`src/hdl/assert_macros.svh`:
```
// Assertion macros used by the top-level RTL file of the domino tiling score block.
`ifndef ASSERT_MACROS_SVH
`define ASSERT_MACROS_SVH

// Concurrent assertion on clk_i, off while rst_ni is low.
`define DTS_ASSERT(lbl, prop, msg) \
  lbl: assert property (@(posedge clk_i) disable iff (!rst_ni) (prop)) else $error(msg);

// Implication checked in the cycle after the trigger.
`define DTS_ASSERT_NEXT(lbl, trig, cons, msg) \
  lbl: assert property (@(posedge clk_i) disable iff (!rst_ni) (trig) |=> (cons)) else $error(msg);

`endif

```
`src/hdl/dts_pkg.sv`:
```
// Shared constants, types and profile helpers of the domino tiling score block.
package dts_pkg;

  localparam int ROWS     = 3;
  localparam int PROFILES = 8;
  localparam int PROF_W   = 3;
  localparam int SLOTS    = 3;
  localparam int SLOT_W   = 2;
  localparam int OUT_BITS = 40;

  // Coverage profiles: bit 0 top, bit 1 middle, bit 2 bottom.
  localparam logic [PROF_W-1:0] PROF_NONE     = 3'd0;
  localparam logic [PROF_W-1:0] PROF_TOP_PAIR = 3'd3;
  localparam logic [PROF_W-1:0] PROF_BOT_PAIR = 3'd6;
  localparam logic [PROF_W-1:0] PROF_FULL     = 3'd7;

  // Profiles reachable after the first column of a grid.
  localparam logic [PROFILES-1:0] SEED_MASK =
    PROFILES'((1 << PROF_NONE) | (1 << PROF_TOP_PAIR) | (1 << PROF_BOT_PAIR));

  // Candidate slots of one lane: horizontal dominoes only, or with a vertical pair.
  localparam logic [SLOT_W-1:0] SLOT_STAY = 2'd0;
  localparam logic [SLOT_W-1:0] SLOT_TOP  = 2'd1;
  localparam logic [SLOT_W-1:0] SLOT_BOT  = 2'd2;

  typedef struct packed {
    logic first;
    logic last;
  } col_ctrl_t;

  // Profile of the next column that a slot of lane ps lands in.
  function automatic logic [PROF_W-1:0] dest_profile(input logic [PROF_W-1:0] ps,
                                                     input logic [SLOT_W-1:0] slot);
    logic [PROF_W-1:0] ns;
    ns = ~ps;
    case (slot)
      SLOT_STAY: dest_profile = ns;
      SLOT_TOP:  dest_profile = ns | PROF_TOP_PAIR;
      SLOT_BOT:  dest_profile = ns | PROF_BOT_PAIR;
      default:   dest_profile = ns;
    endcase
  endfunction

  // A vertical pair fits only where both of its cells are still free.
  function automatic logic slot_open(input logic [PROF_W-1:0] ps,
                                     input logic [SLOT_W-1:0] slot);
    logic [PROF_W-1:0] ns;
    ns = ~ps;
    case (slot)
      SLOT_STAY: slot_open = 1'b1;
      SLOT_TOP:  slot_open = ((ns & PROF_TOP_PAIR) == PROF_NONE);
      SLOT_BOT:  slot_open = ((ns & PROF_BOT_PAIR) == PROF_NONE);
      default:   slot_open = 1'b0;
    endcase
  endfunction

endpackage

```
`src/hdl/domino_tiling_score_extremes.sv`:
```
// Top level of the domino tiling score block: column stage, profile lanes, result register.
//
//   channel | direction | handshake               | payload
//   --------+-----------+-------------------------+----------------------------------------
//   column  | in        | in_valid_i / in_ready_o | top/middle/bottom_value_i, last_column_i
//   result  | out       | out_valid_o/out_ready_i | max_total_o, min_total_o, tileable_o
//
// One column is accepted per cycle unless stalled; the eight profile lanes update at once.
// out_valid_o is registered as the last column of a grid leaves the column stage.
// Reset clears the profile state and marks the next column as the first of a grid.
// A last column waits in the column stage while an untaken result occupies the
// output register; other columns keep flowing.
`include "assert_macros.svh"

module domino_tiling_score_extremes #(
  parameter int VALUE_BITS = 16,
  parameter int SCORE_BITS = 40
) (
  input  logic                          clk_i,
  input  logic                          rst_ni,
  input  logic                          in_valid_i,
  output logic                          in_ready_o,
  input  logic signed [VALUE_BITS-1:0]  top_value_i,
  input  logic signed [VALUE_BITS-1:0]  middle_value_i,
  input  logic signed [VALUE_BITS-1:0]  bottom_value_i,
  input  logic                          last_column_i,
  output logic                          out_valid_o,
  input  logic                          out_ready_i,
  output logic [dts_pkg::OUT_BITS-1:0]  max_total_o,
  output logic [dts_pkg::OUT_BITS-1:0]  min_total_o,
  output logic                          tileable_o
);

  localparam int NP = dts_pkg::PROFILES;
  localparam int NS = dts_pkg::SLOTS;

  logic in_acc;
  logic s1_adv;

  logic [dts_pkg::ROWS-1:0][VALUE_BITS-1:0] col_value;
  logic [dts_pkg::ROWS-1:0][VALUE_BITS-1:0] prev_q;
  logic [NP-1:0][NS-1:0][SCORE_BITS-1:0]    inc_d;
  logic [NP-1:0][NS-1:0][SCORE_BITS-1:0]    inc_q;

  logic               fresh_q, fresh_d;
  logic               s1_vld_q, s1_vld_d;
  dts_pkg::col_ctrl_t s1_ctrl_q, s1_ctrl_d;

  logic [NP-1:0]                  reach_q, reach_d;
  logic [NP-1:0][SCORE_BITS-1:0]  best_q, best_d;
  logic [NP-1:0][SCORE_BITS-1:0]  worst_q, worst_d;

  logic [NP-1:0][NS-1:0]                  lane_open;
  logic [NP-1:0][NS-1:0]                  cand_vld;
  logic [NP-1:0][NS-1:0][SCORE_BITS-1:0]  cand_hi;
  logic [NP-1:0][NS-1:0][SCORE_BITS-1:0]  cand_lo;

  logic                          res_vld;
  logic [dts_pkg::OUT_BITS-1:0]  res_max;
  logic [dts_pkg::OUT_BITS-1:0]  res_min;
  logic                          res_tile;

  logic                          out_vld_q, out_vld_d;
  logic [dts_pkg::OUT_BITS-1:0]  out_max_q;
  logic [dts_pkg::OUT_BITS-1:0]  out_min_q;
  logic                          out_tile_q;

  assign s1_adv     = s1_vld_q & ~(s1_ctrl_q.last & out_vld_q & ~out_ready_i);
  assign in_ready_o = ~s1_vld_q | s1_adv;
  assign in_acc     = in_valid_i & in_ready_o;

  assign col_value[0] = top_value_i;
  assign col_value[1] = middle_value_i;
  assign col_value[2] = bottom_value_i;

  dts_prep #(
    .VALUE_BITS (VALUE_BITS),
    .SCORE_BITS (SCORE_BITS)
  ) u_prep (
    .value_i (col_value),
    .prev_i  (prev_q),
    .inc_o   (inc_d)
  );

  // Column stage.
  always_comb begin
    fresh_d        = fresh_q;
    s1_vld_d       = s1_vld_q & ~s1_adv;
    s1_ctrl_d      = s1_ctrl_q;
    if (in_acc) begin
      fresh_d         = last_column_i;
      s1_vld_d        = 1'b1;
      s1_ctrl_d.first = fresh_q;
      s1_ctrl_d.last  = last_column_i;
    end
  end

  always_ff @(posedge clk_i or negedge rst_ni) begin
    if (!rst_ni) begin
      fresh_q   <= 1'b1;
      s1_vld_q  <= 1'b0;
      s1_ctrl_q <= '0;
    end else begin
      fresh_q   <= fresh_d;
      s1_vld_q  <= s1_vld_d;
      s1_ctrl_q <= s1_ctrl_d;
    end
  end

  always_ff @(posedge clk_i) begin
    if (in_acc) begin
      prev_q <= col_value;
      inc_q  <= inc_d;
    end
  end

  // Profile lanes; lane ps reads the increments of its complementary profile.
  for (genvar ps = 0; ps < NP; ps++) begin : g_lane
    for (genvar s = 0; s < NS; s++) begin : g_open
      assign lane_open[ps][s] = dts_pkg::slot_open(dts_pkg::PROF_W'(ps), dts_pkg::SLOT_W'(s));
    end

    dts_lane #(
      .SCORE_BITS (SCORE_BITS)
    ) u_lane (
      .reach_i    (reach_q[ps]),
      .best_i     (best_q[ps]),
      .worst_i    (worst_q[ps]),
      .inc_i      (inc_q[dts_pkg::PROF_FULL ^ dts_pkg::PROF_W'(ps)]),
      .open_i     (lane_open[ps]),
      .cand_vld_o (cand_vld[ps]),
      .cand_hi_o  (cand_hi[ps]),
      .cand_lo_o  (cand_lo[ps])
    );
  end

  dts_merge #(
    .SCORE_BITS (SCORE_BITS)
  ) u_merge (
    .ctrl_i       (s1_ctrl_q),
    .seed_top_i   (inc_q[dts_pkg::PROF_NONE][dts_pkg::SLOT_TOP]),
    .seed_bot_i   (inc_q[dts_pkg::PROF_NONE][dts_pkg::SLOT_BOT]),
    .cand_vld_i   (cand_vld),
    .cand_hi_i    (cand_hi),
    .cand_lo_i    (cand_lo),
    .next_reach_o (reach_d),
    .next_best_o  (best_d),
    .next_worst_o (worst_d),
    .res_vld_o    (res_vld),
    .res_max_o    (res_max),
    .res_min_o    (res_min),
    .res_tile_o   (res_tile)
  );

  always_ff @(posedge clk_i or negedge rst_ni) begin
    if (!rst_ni) begin
      reach_q <= '0;
      best_q  <= '0;
      worst_q <= '0;
    end else if (s1_adv) begin
      reach_q <= reach_d;
      best_q  <= best_d;
      worst_q <= worst_d;
    end
  end

  // Result register.
  always_comb begin
    out_vld_d = out_vld_q & ~out_ready_i;
    if (s1_adv && res_vld) begin
      out_vld_d = 1'b1;
    end
  end

  always_ff @(posedge clk_i or negedge rst_ni) begin
    if (!rst_ni) begin
      out_vld_q <= 1'b0;
    end else begin
      out_vld_q <= out_vld_d;
    end
  end

  always_ff @(posedge clk_i) begin
    if (s1_adv && res_vld) begin
      out_max_q  <= res_max;
      out_min_q  <= res_min;
      out_tile_q <= res_tile;
    end
  end

  assign out_valid_o = out_vld_q;
  assign max_total_o = out_max_q;
  assign min_total_o = out_min_q;
  assign tileable_o  = out_tile_q;

  `DTS_ASSERT_NEXT(a_last_gives_result, s1_adv && s1_ctrl_q.last, out_vld_q, "last column lost its result")
  `DTS_ASSERT_NEXT(a_last_rearms_grid, in_acc && last_column_i, fresh_q, "grid not rearmed after last column")
  `DTS_ASSERT_NEXT(a_first_seeds, s1_adv && s1_ctrl_q.first, reach_q == dts_pkg::SEED_MASK, "first column seeded wrong profiles")
  `DTS_ASSERT(a_untileable_zero, !(out_vld_q && !out_tile_q) || (out_max_q == '0 && out_min_q == '0), "untileable result carries totals")
  `DTS_ASSERT(a_min_le_max, !(out_vld_q && out_tile_q) || (out_min_q <= out_max_q), "minimum total above maximum")

endmodule

```
`src/hdl/dts_prep.sv`:
```
// Column preparation: cell differences and saturated increments per next profile.
module dts_prep #(
  parameter int VALUE_BITS = 16,
  parameter int SCORE_BITS = 40
) (
  input  logic [dts_pkg::ROWS-1:0][VALUE_BITS-1:0]     value_i,
  input  logic [dts_pkg::ROWS-1:0][VALUE_BITS-1:0]     prev_i,
  output logic [dts_pkg::PROFILES-1:0][dts_pkg::SLOTS-1:0][SCORE_BITS-1:0] inc_o
);

  localparam int SUM_W = VALUE_BITS + 2;
  localparam int EXT_W = (SUM_W > SCORE_BITS) ? SUM_W : SCORE_BITS;

  function automatic logic [VALUE_BITS-1:0] abs_diff(input logic [VALUE_BITS-1:0] a,
                                                     input logic [VALUE_BITS-1:0] b);
    logic [VALUE_BITS:0] d;
    logic [VALUE_BITS:0] mag;
    d   = {a[VALUE_BITS-1], a} - {b[VALUE_BITS-1], b};
    mag = d[VALUE_BITS] ? (~d + 1'b1) : d;
    return mag[VALUE_BITS-1:0];
  endfunction

  function automatic logic [SCORE_BITS-1:0] clamp(input logic [SUM_W-1:0] sum);
    logic [EXT_W-1:0] e;
    logic [EXT_W-1:0] cap;
    e   = EXT_W'(sum);
    cap = EXT_W'({SCORE_BITS{1'b1}});
    return (e > cap) ? cap[SCORE_BITS-1:0] : e[SCORE_BITS-1:0];
  endfunction

  logic [dts_pkg::ROWS-1:0][VALUE_BITS-1:0] cell_diff;
  logic [VALUE_BITS-1:0] d01;
  logic [VALUE_BITS-1:0] d12;

  always_comb begin
    for (int k = 0; k < dts_pkg::ROWS; k++) begin
      cell_diff[k] = abs_diff(value_i[k], prev_i[k]);
    end
    d01 = abs_diff(value_i[0], value_i[1]);
    d12 = abs_diff(value_i[1], value_i[2]);
  end

  // Horizontal dominoes close every cell that the next profile marks covered.
  always_comb begin : inc_comb
    logic [SUM_W-1:0] h;
    for (int ns = 0; ns < dts_pkg::PROFILES; ns++) begin
      h = '0;
      for (int k = 0; k < dts_pkg::ROWS; k++) begin
        if (ns[k]) begin
          h = h + SUM_W'(cell_diff[k]);
        end
      end
      inc_o[ns][dts_pkg::SLOT_STAY] = clamp(h);
      inc_o[ns][dts_pkg::SLOT_TOP]  = clamp(h + SUM_W'(d01));
      inc_o[ns][dts_pkg::SLOT_BOT]  = clamp(h + SUM_W'(d12));
    end
  end

endmodule

```
`src/hdl/dts_lane.sv`:
```
// One profile lane: extends its best and worst scores into up to three candidates.
module dts_lane #(
  parameter int SCORE_BITS = 40
) (
  input  logic                                       reach_i,
  input  logic [SCORE_BITS-1:0]                      best_i,
  input  logic [SCORE_BITS-1:0]                      worst_i,
  input  logic [dts_pkg::SLOTS-1:0][SCORE_BITS-1:0]  inc_i,
  input  logic [dts_pkg::SLOTS-1:0]                  open_i,
  output logic [dts_pkg::SLOTS-1:0]                  cand_vld_o,
  output logic [dts_pkg::SLOTS-1:0][SCORE_BITS-1:0]  cand_hi_o,
  output logic [dts_pkg::SLOTS-1:0][SCORE_BITS-1:0]  cand_lo_o
);

  function automatic logic [SCORE_BITS-1:0] sat_add(input logic [SCORE_BITS-1:0] a,
                                                    input logic [SCORE_BITS-1:0] b);
    logic [SCORE_BITS:0] s;
    s = {1'b0, a} + {1'b0, b};
    return s[SCORE_BITS] ? {SCORE_BITS{1'b1}} : s[SCORE_BITS-1:0];
  endfunction

  always_comb begin
    for (int s = 0; s < dts_pkg::SLOTS; s++) begin
      cand_vld_o[s] = reach_i & open_i[s];
      cand_hi_o[s]  = sat_add(best_i, inc_i[s]);
      cand_lo_o[s]  = sat_add(worst_i, inc_i[s]);
    end
  end

endmodule

```
`src/hdl/dts_merge.sv`:
```
// Merge of lane candidates into the next profile state, with the grid result.
module dts_merge #(
  parameter int SCORE_BITS = 40
) (
  input  dts_pkg::col_ctrl_t                          ctrl_i,
  input  logic [SCORE_BITS-1:0]                       seed_top_i,
  input  logic [SCORE_BITS-1:0]                       seed_bot_i,
  input  logic [dts_pkg::PROFILES-1:0][dts_pkg::SLOTS-1:0]                 cand_vld_i,
  input  logic [dts_pkg::PROFILES-1:0][dts_pkg::SLOTS-1:0][SCORE_BITS-1:0] cand_hi_i,
  input  logic [dts_pkg::PROFILES-1:0][dts_pkg::SLOTS-1:0][SCORE_BITS-1:0] cand_lo_i,
  output logic [dts_pkg::PROFILES-1:0]                  next_reach_o,
  output logic [dts_pkg::PROFILES-1:0][SCORE_BITS-1:0]  next_best_o,
  output logic [dts_pkg::PROFILES-1:0][SCORE_BITS-1:0]  next_worst_o,
  output logic                                          res_vld_o,
  output logic [dts_pkg::OUT_BITS-1:0]                  res_max_o,
  output logic [dts_pkg::OUT_BITS-1:0]                  res_min_o,
  output logic                                          res_tile_o
);

  localparam int EXT_W = (SCORE_BITS > dts_pkg::OUT_BITS) ? SCORE_BITS : dts_pkg::OUT_BITS;

  logic [EXT_W-1:0] full_best_ext;
  logic [EXT_W-1:0] full_worst_ext;

  // The lane-to-profile map is fixed, so each profile compares at most three candidates.
  always_comb begin : merge_comb
    logic [dts_pkg::PROF_W-1:0] dst;
    next_reach_o = '0;
    next_best_o  = '0;
    next_worst_o = '0;
    for (int ps = 0; ps < dts_pkg::PROFILES; ps++) begin
      for (int s = 0; s < dts_pkg::SLOTS; s++) begin
        dst = dts_pkg::dest_profile(dts_pkg::PROF_W'(ps), dts_pkg::SLOT_W'(s));
        if (cand_vld_i[ps][s]) begin
          if (!next_reach_o[dst] || (cand_hi_i[ps][s] > next_best_o[dst])) begin
            next_best_o[dst] = cand_hi_i[ps][s];
          end
          if (!next_reach_o[dst] || (cand_lo_i[ps][s] < next_worst_o[dst])) begin
            next_worst_o[dst] = cand_lo_i[ps][s];
          end
          next_reach_o[dst] = 1'b1;
        end
      end
    end
    if (ctrl_i.first) begin
      next_reach_o = dts_pkg::SEED_MASK;
      next_best_o  = '0;
      next_worst_o = '0;
      next_best_o[dts_pkg::PROF_TOP_PAIR]  = seed_top_i;
      next_worst_o[dts_pkg::PROF_TOP_PAIR] = seed_top_i;
      next_best_o[dts_pkg::PROF_BOT_PAIR]  = seed_bot_i;
      next_worst_o[dts_pkg::PROF_BOT_PAIR] = seed_bot_i;
    end
  end

  assign full_best_ext  = EXT_W'(next_best_o[dts_pkg::PROF_FULL]);
  assign full_worst_ext = EXT_W'(next_worst_o[dts_pkg::PROF_FULL]);

  assign res_vld_o  = ctrl_i.last;
  assign res_tile_o = next_reach_o[dts_pkg::PROF_FULL];
  assign res_max_o  = res_tile_o ? full_best_ext[dts_pkg::OUT_BITS-1:0] : '0;
  assign res_min_o  = res_tile_o ? full_worst_ext[dts_pkg::OUT_BITS-1:0] : '0;

endmodule

```
`config.mk`:
```
export PLATFORM = sky130hd
export DESIGN_NAME = domino_tiling_score_extremes
export DESIGN_NICKNAME = d
export VERILOG_FILES = /design/src/hdl/dts_pkg.sv /design/src/hdl/domino_tiling_score_extremes.sv /design/src/hdl/dts_prep.sv /design/src/hdl/dts_lane.sv /design/src/hdl/dts_merge.sv
export VERILOG_INCLUDE_DIRS = /design/src /design/src/hdl
export SDC_FILE = /design/constraint.sdc
export NUM_CORES = 2
export LEC_CHECK = 0
export BUFFER_PORTS_ARGS = -buffer_cell sky130_fd_sc_hd__clkbuf_2
export CAP_MARGIN = 20
export CORE_UTILIZATION = 55
export CTS_BUF_LIST = sky130_fd_sc_hd__clkbuf_8
export DETAILED_ROUTE_END_ITERATION = 10
export HOLD_SLACK_MARGIN = 0.12
export MAX_ROUTING_LAYER = met4
export PLACE_DENSITY = 0.69
export SLEW_MARGIN = 20
export SYNTH_ARGS = -nofsm -noshare
export SYNTH_HDL_FRONTEND = slang
export SYNTH_SLANG_ARGS = --single-unit
```
`constraint.sdc`:
```
create_clock -name clk_i -period 23.9 [get_ports clk_i]
set_clock_uncertainty 0.15 [all_clocks]
set_input_delay 3.585 -clock clk_i [delete_from_list [all_inputs] [get_ports clk_i]]
set_output_delay 3.585 -clock clk_i [all_outputs]
set_load 0.02 [all_outputs]
```
# ---- Word-level counts from Yosys, hierarchy flattened
# Index checks and enable logic that the tools add are counted.
dict set report classes {
  addsub 38
  n_mul 0
  div_mod_pow 0
  magnitude_cmp 22
  n_eq_ne 0
  shift 0
  muxes 90
  bitwise_logic 16
  n_reduce_logical 34
}
# op count
set op_table {}
lappend op_table {{two-way mux 320 bit} 12}
lappend op_table {{two-way mux 280 bit} 8}
lappend op_table {{two-way mux 160 bit} 8}
lappend op_table {{two-way mux 40 bit} 26}
lappend op_table {{two-way mux 240 bit} 4}
lappend op_table {{two-way mux 200 bit} 4}
lappend op_table {{adder 40 x 18 -> 41 bit} 12}
lappend op_table {{two-way mux 120 bit} 4}
lappend op_table {{> comparator 40 bit} 11}
lappend op_table {{less-than comparator 40 bit} 11}
lappend op_table {{adder 40 x 16 -> 41 bit} 10}
lappend op_table {{two-way mux 80 bit} 4}
lappend op_table {{adder 16 x 16 -> 17 bit} 5}
lappend op_table {{subtractor 16 x 16 -> 17 bit} 5}
lappend op_table {{adder 16 x 1 -> 16 bit, second input constant} 5}
lappend op_table {{two-way mux 16 bit} 5}
lappend op_table {{NOT 16 bit} 5}
lappend op_table {{two-way mux 8 bit} 4}
lappend op_table {{logical OR 1 bit} 22}
lappend op_table {{adder 18 x 16 -> 18 bit} 1}
lappend op_table {{two-way mux 7 bit} 2}
lappend op_table {{zero test 1 bit} 11}
lappend op_table {{two-way mux 4 bit} 2}
lappend op_table {{bitwise AND 1 bit} 6}
lappend op_table {{other kinds (8)} 13}
dict set report word_totals {
  ff_bits 970
  latchBits 0
  mem_bits_rw 0
  rom_bits 0
  inputBits 53
  output_inout_bits 83
  elab_cells 239
  memories 0
}

# ---- Logic depth before layout (Yosys ltp)
dict set report depth {
  ltp_word 40
  ltp_mapped 39
  depth_no_buf 34
}

# ---- Cells and area by module
# From an unflattened synthesis, not the netlist that was laid out.
dict set report unflattened {
  hier_cells 28235
  hier_area_um2 236177.8
}
# mod n_inst cells_each area_per_inst_um2 seq_area_each_um2
set by_module_without_submodules {}
lappend by_module_without_submodules {{dts_lane at g_lane[0].u_lane ...} 6 1937 13008.7 0.0}
lappend by_module_without_submodules {domino_tiling_score_extremes 1 2475 60110.2 49043.3}
lappend by_module_without_submodules {dts_merge 1 7051 49138.4 0.0}
lappend by_module_without_submodules {dts_prep 1 2944 21050.2 0.0}
lappend by_module_without_submodules {{dts_lane at g_lane[7].u_lane} 1 2090 14102.3 0.0}
lappend by_module_without_submodules {{dts_lane at g_lane[1].u_lane} 1 2053 13724.4 0.0}

# ---- Least setup slack after synthesis
# No wires, ideal clock.
dict set report synth_path {
  path_type {input port to flip-flop}
  startpoint {input port top_value_i[0]}
  endpoint {register inc_q[857] (netlist name) (data pin)}
  setup_ns 0.261
  arrival_time_ns 9.599
  required_ns 23.489
  path_slack_ns 13.890
  path_stages 30
  n_path_buf 0
  path_cell_list {inv_1 > ha_1 > inv_1 > fa_1 > a21o_1 > a21oi_1 > o21a_1 > o311ai_0 > a21oi_1 > nor2b_1 > o21ai_0 > a21oi_1 > a2bb2oi_1 > mux2i_1 > inv_1 > fa_1 > a21o_1 > a21oi_1 > o21bai_1 > a211oi_1 > o31ai_1 > xor2_1 > ha_1 > and2_1 > a31oi_1 > o21ai_0 > or4_1 > o311a_1 > a211o_1 > o311a_1}
}
# element line
set synth_rtl {}
lappend synth_rtl {{start, declared} domino_tiling_score_extremes.sv:23} ;# input logic signed [VALUE_BITS-1:0] top_value_i,
lappend synth_rtl {{end signal, assigned} domino_tiling_score_extremes.sv:113} ;# inc_q <= inc_d;
lappend synth_rtl {{end, declared} domino_tiling_score_extremes.sv:43} ;# logic [NP-1:0][NS-1:0][SCORE_BITS-1:0] inc_q;

# ---- Final worst setup path
dict set report layout_path {
  startpoint {register worst_q[120] (netlist name)}
  endpoint {register out_min_q (netlist bit min_total_o[25]) (data pin)}
}
dict set report layout_between {
  elab_chain_cells 11
}
# element line
set layout_lines {}
lappend layout_lines {{start, declared} domino_tiling_score_extremes.sv:51} ;# logic [NP-1:0][SCORE_BITS-1:0] worst_q, worst_d;
lappend layout_lines {{start signal, assigned} domino_tiling_score_extremes.sv:163} ;# worst_q <= worst_d;
lappend layout_lines {{adder 40 x 18 -> 41 bit *} dts_lane.sv:18} ;# s = {1'b0, a} + {1'b0, b};
lappend layout_lines {{two-way mux 40 bit *} dts_lane.sv:19} ;# return s[SCORE_BITS] ? {SCORE_BITS{1'b1}} : s[SCORE_BITS-1:0];
lappend layout_lines {{less-than comparator 40 bit} dts_merge.sv:38} ;# if (!next_reach_o[dst] || (cand_lo_i[ps][s] < next_worst_o[dst])) begin
lappend layout_lines {{logical OR 1 bit} dts_merge.sv:38}
lappend layout_lines {{two-way mux 320 bit *} dts_merge.sv:38}
lappend layout_lines {{two-way mux 320 bit *} dts_merge.sv:34} ;# if (cand_vld_i[ps][s]) begin
lappend layout_lines {{less-than comparator 40 bit} dts_merge.sv:38}
lappend layout_lines {{logical OR 1 bit} dts_merge.sv:38}
lappend layout_lines {{two-way mux 320 bit} dts_merge.sv:38}
lappend layout_lines {{two-way mux 320 bit *} dts_merge.sv:34}
lappend layout_lines {{two-way mux 320 bit *} dts_merge.sv:45} ;# if (ctrl_i.first) begin
lappend layout_lines {{end signal, assigned} domino_tiling_score_extremes.sv:186} ;# out_min_q <= res_min;
lappend layout_lines {{end, declared} domino_tiling_score_extremes.sv:65} ;# logic [dts_pkg::OUT_BITS-1:0] out_min_q;
# Every way passes the cells marked *; elsewhere a longest branch is shown, timed or not.
# A chain may end at the register's enable or synchronous reset.

==> summary.md <==
| Metric | Value |
|---|---|
| Vias in the first global route | 64177 |
| Synth unique cells | about 110 |
| Pre-antenna DRT Iters | 8 |
| CP top delay family | simple AND/OR/NAND/NOR gates |
| Clock Latency Late Sink | 0.94 ns |
| Initial antenna violation count | 12 |
| Synth area leader | dfrtp_1 |
| Root buffer selected by CTS | clkbuf_8 |
| Max-slew violations | 0 |
| Hold Buf Count CTS | 0 |
| Layout cells sized above 1 | 0.0775 |
| Die area | 129000 um^2 |
| R2R Setup Slk | 12.87 ns |
| Hold path startpoint | worst_q[42] |
| R2R depth | 33 |
| Leakage power | 0.0342 uW |
| Minimum clock period | 11.03 ns |
| Antenna Nets Post-Route | 0 |
| H-tree levels | 4 |
| Gp weighted congestion | ~1.1 |
| Syn Nets | 9282 |
| Final Hold Violating Endpoints | 0 |
| Worst-case hold path end point | worst_q[42] |
| DR vias | 68873 |
| Ys async rst share | 0.638 |
| Top FF cell, synth | dfrtp_1 |
| Type of origin of the critical path | flip-flop |
| Grt met1 use | 0.575 |
| Hold_ws | 0.324 ns |
| Slew HR | 0.176 |
| Largest net degree at the start of global routing | 183 |
| TritonCTS clock tree | done |
| Reg2Reg Capture Point | min_total_o[25] |
| Area delta synth->final | 7.61% |
| Crit-path max FO | 51 |
| Synth warnings | 0 |
| PD cells | 170 nW/um^2 |
| Synth top area share | 0.174 |
| Tcrit/Tclk final | 0.461 |
| Busiest grt layer | met2 |
| Post-synth top cells | nand2_1 (1027), ha_1 (781), o21ai_0 (666), nor2_1 (653), a21oi_1 (531) |
| Measured slew at the worst slew-check pin | 1.23 ns |
| # setup viols final | 0 |
| All-Layer GR Usage | 0.456 |
| Synth Cell Area | approximately 70000 um^2 |
| IR drop worst, VDD | ~190 uV |
| Maxcap violations | 0 |
| Rows | 130 |
| Core Region | 126000 um^2 |
| WS Path Type | flip-flop to flip-flop |
| Clock sink total | 770 |
| Seq cells post-synth | 770 |
| Arrival @ worst endpoint | between 10 and 15 ns |
| Fmax | 90.7 MHz |
| Slowest stage delay, CP | 0.77 ns |
| Die Width | 360 um |
| EDFF count, synth | ~280 |
| Final wirelength | roughly 290000 um |
| Hold Path Cell Cnt | 2 |
| Starting Density | 0.557 |
| Setup bufs post-CTS | 0 |
| Top-count cell post-synth | nand2_1 |
| Cts bufs inserted | 149 |
| Placed cell count | between 9000 and 10000 |
| Nets | ~9300 |
| CP Data Required Time | 24.39 ns |
| Reg clk slew, reported paths | 0.06 ns |
| Cts repair resizes | 0 |
| Max clock buf depth | 3 |
| M2 GR Usage | 0.655 |
| Syn Inst Count | 8420 |
| Crit path buffers/inverters | 3 |
| First-pass GRT wire length | 425000 um |
| Fin cells | between 10000 and 15000 |
| Vias per cell | 6.73 |
| Drt first-iter violations | between 9000 and 10000 |
| Die H | 360 um |
| PortBufs | about 140 |
| DRC violations left | 0 |
| Sequential share of the synthesized area | 0.294 |
| Slowest-stage cell, CP | nand2_1 |
| RSZ-0062 raised after global routing | false |
| Crit end category | flip-flop |
| Grt total ovfl | 0 |
| Hpwl dp | 232000 um |
| Setup TNS | 0 ns |
| Top post-synthesis cells by area | dfrtp_1 (17%), ha_1 (14%), edfxtp_1 (12%) |
| Fin util | 0.600 |
| Syn_area_per_cell | 8.35 um^2 |
| Origin of the critical flop-to-flop path | worst_q[120] |
| GRT met3 Usage | 0.0993 |
| IO Pins | 136 |
| Hold Path Class | flip-flop to flip-flop |
| Outcome | finished clean |
| Per-cell routed wire length | 28.7 um |
==> metrics by stage <==
| stage | worst slack, ns | total power, uW | area (um^2) |
|---|---|---|---|
| finish | 12.87 | 12800 | 75700 |
| global route | 12.55 | 13600 | 75700 |
| CTS | 13.35 | 12500 | 75600 |
| detailed placement | 12.72 | 11100 | 72600 |
| global placement | 12.83 | 10900 | 72600 |
| floorplan | 13.89 | 8110 | 70300 |
==> registers in the layout, summed over array words and instances, names as in the netlist <==
signal and flops:
prev_q 48, reach_q 6, fresh_q 1, worst_q 240
max_total_o 40, s1_ctrl_q 2, inc_q 150, best_q 240
out_valid_o 1, s1_vld_q 1, min_total_o 40, tileable_o 1
==> where the power goes <==
part	leakage [uW]	internal, uW	switching, uW
Combinational	0.0232	3240	5720
Sequential	0.00930	1880	577
Clock	0.00171	732	671
Total	0.0342	5860	6970
==> worst max-delay path by stage <==
stage / depth (start not counted) / startpoint / end
finish: 33 / worst_q[120] / min_total_o[25]
global route: 29 / inc_q[520] / min_total_o[25]
CTS: 33 / worst_q[120] / min_total_o[25]
detailed placement: 32 / top_value_i[0] / inc_q[856]
global placement: 32 / top_value_i[0] / inc_q[856]
floorplan: 30 / top_value_i[0] / inc_q[857]
==> cells in the final DEF, fill, tap and decap left out, types with 52 or more instances in the layout <==
cell type,Yosys,layout
xor2_1,206,206
ha_1,781,781
nand2_1,1027,1023
edfxtp_1,279,279
nand4_1,121,121
o22ai_1,53,52
o31ai_1,62,62
or3_1,74,74
a22o_1,101,101
a221o_1,75,75
a31oi_1,104,101
a21o_1,199,199
inv_1,376,427
nand2b_1,80,80
dfrtp_1,490,486
and3_1,134,133
o211ai_1,78,78
o21ai_0,666,666
nor2b_1,106,106
o21a_1,135,135
xnor2_1,414,414
mux2i_1,64,64
a21oi_1,531,531
buf_4,4,105
clkbuf_2,4,134
nor3_1,182,178
clkbuf_8,0,173
or2_2,53,53
nand3_1,259,259
mux2_2,60,60
and2_1,65,62
nor2_1,653,649
a211oi_1,72,71
==> per-layer routing <==
layer | part of all wire | up-vias | routed length (um)
met1 | 0.39 | 32878 | 114000
met3 | 0.11 | 953 | 32800
li1 | - | 30920 | -
met5 | 0 | - | 0
met4 | 0.081 | 0 | 23800
met2 | 0.42 | 4122 | 123000
==> cells by family (layout without fill, tap and decap cells) <==
group	Yosys count	in the layout	share of synthesized area
xor+xnor	620	620	0.0772
buf+inv	734	891	0.0403
other cells	0	11	0
simple gates	2890	2890	0.193
flops	770	770	0.294
compound gates	2473	2473	0.230
fa+ha+maj	809	809	0.147
mux	124	124	0.0187
==> worst register-to-register path, delay by kind of cell (launching register included) <==
| kind | cells | cell delay, ns |
|---|---|---|
| adder cells (fa/ha/maj) | 4 | 1.33 |
| AO/OA/AOI/OAI | 14 | 3.27 |
| AND/OR/NAND/NOR | 11 | 3.73 |
| buffers and inverters | 3 | 1.08 |
| flip-flops | 1 | 0.42 |
| multiplexers | 1 | 0.75 |
==> final cells by class <==
class	count	area (um^2)
sequential	770	20700
multi-input combinational	6916	47000
clock inverter	99	629
clock buffer	172	2370
fill	11463	50500
inverter	378	1430
antenna	11	27.5
tap	1650	2060
timing repair buffer	242	1510
(Power assumes the default switching activity.)
